===== src/rtl/vrm_pkg.sv =====
// Shared constants, codes and controller/datapath interface types for the region map.
package vrm_pkg;

	// Default sizing and window reset values.
	localparam int MAX_AREAS_DEF   = 32;
	localparam int PAGE_BITS_DEF   = 20;
	localparam int USER_LOW_RESET  = 1024;
	localparam int USER_HIGH_RESET = 786432;

	// Operation codes carried with each request.
	localparam logic [2:0] MODE_GAP    = 3'd0;
	localparam logic [2:0] MODE_MAP    = 3'd1;
	localparam logic [2:0] MODE_LOOKUP = 3'd2;
	localparam logic [2:0] MODE_REMOVE = 3'd3;
	localparam logic [2:0] MODE_EMPTY  = 3'd4;
	localparam logic [2:0] MODE_CLEAR  = 3'd5;

	// Result status codes.
	localparam logic [1:0] ST_OK       = 2'd0;
	localparam logic [1:0] ST_NO_GAP   = 2'd1;
	localparam logic [1:0] ST_FULL     = 2'd2;
	localparam logic [1:0] ST_UNMAPPED = 2'd3;

	// Configuration register indexes.
	localparam logic CFG_LOW  = 1'b0;
	localparam logic CFG_HIGH = 1'b1;

	typedef enum logic [3:0] {
		S_IDLE,
		S_DECODE,
		S_GAP_CHK,
		S_GAP_EV,
		S_GAP_FINAL,
		S_GAP_DONE,
		S_LK_CHK,
		S_LK_EV,
		S_EM_CHK,
		S_EM_EV,
		S_EM_TAIL,
		S_EM_COMMIT,
		S_FIN
	} state_t;

	// Commands from the controller to the datapath.
	typedef struct packed {
		logic       load;
		logic       gap_init;
		logic       rd_dec;
		logic       rd_inc;
		logic       gap_eval;
		logic       gap_final;
		logic       res_gap;
		logic       scan_init;
		logic       em_init;
		logic       em_step;
		logic       em_tail;
		logic       commit;
		logic       set_status;
		logic [1:0] status;
		logic       set_flag;
		logic       flag;
		logic       res_lookup;
		logic       clear_total;
		logic       out_load;
	} cmd_t;

	// Status from the datapath to the controller.
	typedef struct packed {
		logic [2:0] mode;
		logic       n_zero;
		logic       sp_zero;
		logic       win_bad;
		logic       idx_zero;
		logic       idx_end;
		logic       gap_hit;
		logic       gap_final_hit;
		logic       lk_hit;
		logic       em_wr;
		logic       em_last;
		logic       full;
		logic       ins_pend;
		logic       out_free;
	} sts_t;

endpackage


===== src/rtl/vrm_ctrl.sv =====
// Controller state machine of the region map: sequences scans, copies and results.
module vrm_ctrl (
	input  logic          clk,
	input  logic          arst_n,
	input  logic          s_tvalid,
	output logic          s_tready,
	input  vrm_pkg::sts_t sts,
	output vrm_pkg::cmd_t cmd
);
	import vrm_pkg::*;

	state_t state_q;
	state_t state_d;

	// State register.
	always_ff @(posedge clk or negedge arst_n) begin
		if (!arst_n) state_q <= S_IDLE;
		else         state_q <= state_d;
	end

	// Next state and commands.
	always_comb begin
		state_d  = state_q;
		cmd      = '0;
		s_tready = 1'b0;
		case (state_q)
			S_IDLE: begin
				s_tready = 1'b1;
				if (s_tvalid) begin
					cmd.load = 1'b1;
					state_d  = S_DECODE;
				end
			end
			S_DECODE: begin
				state_d = S_FIN;
				case (sts.mode)
					MODE_GAP: begin
						if (sts.n_zero) begin
							cmd.set_status = 1'b1;
							cmd.status     = ST_NO_GAP;
						end else begin
							cmd.gap_init = 1'b1;
							state_d      = S_GAP_CHK;
						end
					end
					MODE_MAP: begin
						if (sts.n_zero) begin
							cmd.set_status = 1'b1;
							cmd.status     = ST_NO_GAP;
						end else if (sts.sp_zero) begin
							cmd.gap_init = 1'b1;
							state_d      = S_GAP_CHK;
						end else if (sts.win_bad) begin
							cmd.set_status = 1'b1;
							cmd.status     = ST_NO_GAP;
						end else begin
							cmd.em_init = 1'b1;
							state_d     = S_EM_CHK;
						end
					end
					MODE_LOOKUP: begin
						cmd.scan_init = 1'b1;
						state_d       = S_LK_CHK;
					end
					MODE_REMOVE: begin
						if (!sts.n_zero) begin
							cmd.em_init = 1'b1;
							state_d     = S_EM_CHK;
						end
					end
					MODE_EMPTY: begin
						if (sts.n_zero) begin
							cmd.set_flag = 1'b1;
							cmd.flag     = 1'b1;
						end else begin
							cmd.scan_init = 1'b1;
							state_d       = S_LK_CHK;
						end
					end
					MODE_CLEAR: cmd.clear_total = 1'b1;
					default: state_d = S_FIN;
				endcase
			end
			// Gap search walks the table from the top entry down.
			S_GAP_CHK: begin
				if (sts.idx_zero) begin
					state_d = S_GAP_FINAL;
				end else begin
					cmd.rd_dec = 1'b1;
					state_d    = S_GAP_EV;
				end
			end
			S_GAP_EV: begin
				cmd.gap_eval = 1'b1;
				state_d      = sts.gap_hit ? S_GAP_DONE : S_GAP_CHK;
			end
			S_GAP_FINAL: begin
				if (sts.gap_final_hit) begin
					cmd.gap_final = 1'b1;
					state_d       = S_GAP_DONE;
				end else begin
					cmd.set_status = 1'b1;
					cmd.status     = ST_NO_GAP;
					state_d        = S_FIN;
				end
			end
			S_GAP_DONE: begin
				if (sts.mode == MODE_GAP) begin
					cmd.res_gap = 1'b1;
					state_d     = S_FIN;
				end else begin
					cmd.em_init = 1'b1;
					state_d     = S_EM_CHK;
				end
			end
			// Lookup and empty query walk the table upwards.
			S_LK_CHK: begin
				if (sts.idx_end) begin
					if (sts.mode == MODE_LOOKUP) begin
						cmd.set_status = 1'b1;
						cmd.status     = ST_UNMAPPED;
					end else begin
						cmd.set_flag = 1'b1;
						cmd.flag     = 1'b1;
					end
					state_d = S_FIN;
				end else begin
					cmd.rd_inc = 1'b1;
					state_d    = S_LK_EV;
				end
			end
			S_LK_EV: begin
				if (sts.lk_hit) begin
					if (sts.mode == MODE_LOOKUP) begin
						cmd.res_lookup = 1'b1;
					end else begin
						cmd.set_flag = 1'b1;
						cmd.flag     = 1'b0;
					end
					state_d = S_FIN;
				end else begin
					state_d = S_LK_CHK;
				end
			end
			// Copy into the spare bank, cutting and inserting on the way.
			S_EM_CHK: begin
				if (sts.idx_end) begin
					state_d = S_EM_TAIL;
				end else begin
					cmd.rd_inc = 1'b1;
					state_d    = S_EM_EV;
				end
			end
			S_EM_EV: begin
				if (sts.em_wr && sts.full) begin
					cmd.set_status = 1'b1;
					cmd.status     = ST_FULL;
					state_d        = S_FIN;
				end else begin
					cmd.em_step = 1'b1;
					if (sts.em_last) state_d = S_EM_CHK;
				end
			end
			S_EM_TAIL: begin
				if (sts.ins_pend && sts.full) begin
					cmd.set_status = 1'b1;
					cmd.status     = ST_FULL;
					state_d        = S_FIN;
				end else begin
					cmd.em_tail = sts.ins_pend;
					state_d     = S_EM_COMMIT;
				end
			end
			S_EM_COMMIT: begin
				cmd.commit = 1'b1;
				state_d    = S_FIN;
			end
			S_FIN: begin
				if (sts.out_free) begin
					cmd.out_load = 1'b1;
					state_d      = S_IDLE;
				end
			end
			default: state_d = S_IDLE;
		endcase
	end

endmodule


===== config.mk =====
export PLATFORM = sky130hd
export DESIGN_NAME = vrm_ctrl
export DESIGN_NICKNAME = d
export VERILOG_FILES = /design/src/rtl/vrm_pkg.sv /design/src/rtl/vrm_ctrl.sv
export SDC_FILE = /design/constraint.sdc
export NUM_CORES = 1
export LEC_CHECK = 0
export BUFFER_PORTS_ARGS = -buffer_cell sky130_fd_sc_hd__buf_2
export CAP_MARGIN = 20
export CORE_AREA = 2 2 44 46
export CTS_CLUSTER_SIZE = 24
export DETAILED_ROUTE_END_ITERATION = 8
export DIE_AREA = 0 0 46 48
export PLACE_DENSITY = 0.76
export SLEW_MARGIN = 5
export SYNTH_ARGS = -nofsm -noshare
export SYNTH_HDL_FRONTEND = slang
export SYNTH_SLANG_ARGS = --single-unit

===== constraint.sdc =====
create_clock -name clk -period 2.56 [get_ports clk]
set_input_delay 0.512 -clock clk [delete_from_list [all_inputs] [get_ports clk]]
set_output_delay 0.512 -clock clk [all_outputs]
set_load 0.005 [all_outputs]

==> results by group <==
Critical path
  – Worst-path maximum fanout: 14
  – WP data arrival: 1.95 ns
  – Req. time, crit path: 2.05 ns
  – R2r setup slk: 0.81 ns
  – Critical path class: reg -> out
  – Worst R2R Path Depth: 3
  – Worst setup path endpoint: cmd[7]
  – Crit start category: flop
  – RR Startpoint: state_q[1]
  – CP endpoint kind: primary output
  – Critical R2R Capture: state_q[2]
  – Crit path launch: state_q[1]

Cells and area
  – Area grow syn2layout: 32.2%
  – Most frequent cells in the layout: buf_2, nand2_1, nor3_1
  – Max reg flops: 4
  – Reg with most FFs: state_q
  – Share of layout cells above drive strength 1: 33.8%
  – Filler cells: 182
  – N_diodes: 0
  – Final nets: 169
  – Biggest regs: state_q x4
  – Commonest non-fill, non-tap cell in the layout: buf_2
  – Layout Utilization: 56.3%
  – Non-Filler Instances: 165

Power
  – Sw frac: 48.7%
  – Part of the power in registers: 16.0%
  – Sw Pwr: 0.364 mW
  – Combinational share of power: 74.3%
  – IR drop worst, VDD: 578 uV
  – P_int: 0.383 mW
  – Share of total power in the clock network: 9.8%
  – Pleak: 0.458 nW
  – Pwr/cell area: 786 nW/um^2

Yosys
  – #FFs+latches synth: 4
  – Register area share after synthesis: 13.9%
  – Synth Flop Type: dfrtp_1
  – Area share of and/or/nand/nor cells after synthesis: 51.3%
  – Synth Area in Compound Gates: 24.9%
  – Largest family of logic cells by synthesized area: simple AND/OR/NAND/NOR gates
  – Syn Inst Count: 111
  – Mux cell area share after synthesis: 3.13%
  – Post-Synth XOR/XNOR Area: 0%
  – Synth cell types: 37
  – Synth warn: 0
  – Cell Area, Synth: 719 um^2
  – Synthesized Nets: 130
  – Async SR Flop Fraction: 100%
  – EDFF count, synth: 0
  – Adder-Cell Fraction of Synth Area: 0%
  – Synthesized area per cell: 6.48 um^2

Timing
  – Worst-margin pin slew: 0.447 ns
  – RSZ-0062 raised after global routing: no
  – Final Hold Fails: 0
  – Tmin final: 2.47 ns
  – Slew margin rel.: 69.4%
  – Max Fclk: 406 MHz
  – Setup Total Neg Slack: 0 ns
  – Setup Viol. Count Final: 0
  – Slew Viols, Final: 0
  – Final worst slack: 0.0940 ns
  – Setup Skew: 0.000148 ns
  – Tcrit/Tclk final: 96.3%

Outcome
  – Status: complete, no violations

Floorplan
  – Core area: 1690 um^2
  – Die H: 48 um
  – Die area: 2210 um^2
  – Starting Density: 42.6%
  – I/O Pins: 40
  – Die W: 46 um
  – Num rows: 15

Route
  – Via count: 954
  – Wire per inst: 12.8 um
  – Drt first pass iters: 4
  – DRC: 0
  – ANT nets after route: 0
  – Vias/cell: 5.78
  – Final WL: 2.12 mm
  – Iter 0 DRT Violations: 26

Place
  – GP Congestion: 0.931
  – Place WS: 0.342 ns
  – Count of input and output buffers: 39
  – Dpl hpwl: 1.72 mm
  – Placed cell count: 162

Clock network
  – Worst skew pair latency: 0.22 ns
  – CTS H-tree depth: 1
  – CTS max path bufs: 2
  – Clock root cell: clkbuf_4
  – Num CTS Buffers: 3
  – Buffer count from post-CTS setup fixing: 0
  – Worst-path clk slew: 0.03 ns
  – Hold_buf cts: 0
  – Sink Count: 4
  – Post-CTS sizing: 0
  – CTS tree: done

GRT
  – First-pass GRT wire length: 3.15 mm
  – Initial antenna violation count: 0
  – Grt ovf: 0
  – Pin count of the biggest net entering global routing: 23
  – Number of global-route vias before repair: 753
  – Tot GR Track Use: 19.1%

Job
  – Max-Cap Viols: 0

Worst hold path
  – Hold Crit Class: in -> async
## kinds of logic after synthesis
group	after synthesis
DFF	4
and+or+nand+nor	66
AOI/OAI and AO/OA	26
buffers and inverters	13
muxes	2
## layer usage
metal / vias to the layer above / global-route usage, % / wire length (um)
met1: 419 / 24.9 / 990
met2: 40 / 33.9 / 991
met5: - / 0 / 0
met3: 0 / 1.89 / 133
met4: 0 / 4.57 / 0
li1: 495 / - / -
## power by group through the flow
stage / logic [mW] / registers [mW] / clock network [mW]
after floorplan: 0.387 / 0.118 / 0
after global placement: 0.542 / 0.118 / 0
after detailed placement: 0.553 / 0.120 / 0
after CTS: 0.556 / 0.119 / 0.0761
after global routing: 0.615 / 0.125 / 0.0797
final: 0.555 / 0.119 / 0.0731
## worst max-delay path, stage by stage (launching register included)
cell and delay [ns]:
dfrtp_1 0.49, or4b_4 0.57, or4_4 0.45, nand4_1 0.11, buf_2 0.11
## through the flow
stage                     total power, mW  hold slack (ns)  cell area [um^2]
after CTS                           0.750           0.0781               951
after floorplan                     0.505            0.216               719
final                               0.747           0.0816               951
after detailed placement            0.673            0.318               928
after global placement              0.660            0.316               928
after global routing                0.819           0.0761               951
## cells in the mapped netlist, drive strengths merged (2+ instances only)
cell type	instances	area, um^2
a211oi	2	15.0
nor2	10	37.5
nand2b	4	25.0
nor2b	5	31.3
nand3	3	15.0
nor3	11	55.1
or3	2	12.5
or4	2	18.8
o22ai	3	18.8
o21ai	2	10.0
nor4b	2	17.5
mux2	2	22.5
nand3b	3	22.5
nor4	3	18.8
and3	3	18.8
a2bb2oi	2	17.5
nand2	12	45.0
inv	5	18.8
clkbuf	8	30.0
a21oi	8	40.0
dfrtp	4	100
## final cells by class
class                      count  area (um^2)  share of cell area, %
tap                           17         21.3                   2.24
sequential                     4          100                   10.5
inverter                       5         18.8                   1.97
timing repair buffer          42          218                   22.9
multi-input combinational     94          571                   60.0
clock buffer                   3         22.5                   2.37
## how the worst min path moves through the flow
stage                      end  slack (ns)  depth (start not counted)
floorplan           state_q[0]        0.22                          0
global placement    state_q[3]        0.32                          1
detailed placement  state_q[3]        0.32                          1
CTS                 state_q[3]        0.08                          1
global route        state_q[2]        0.08                          1
finish              state_q[3]        0.08                          1
(Power assumes the default switching activity.)
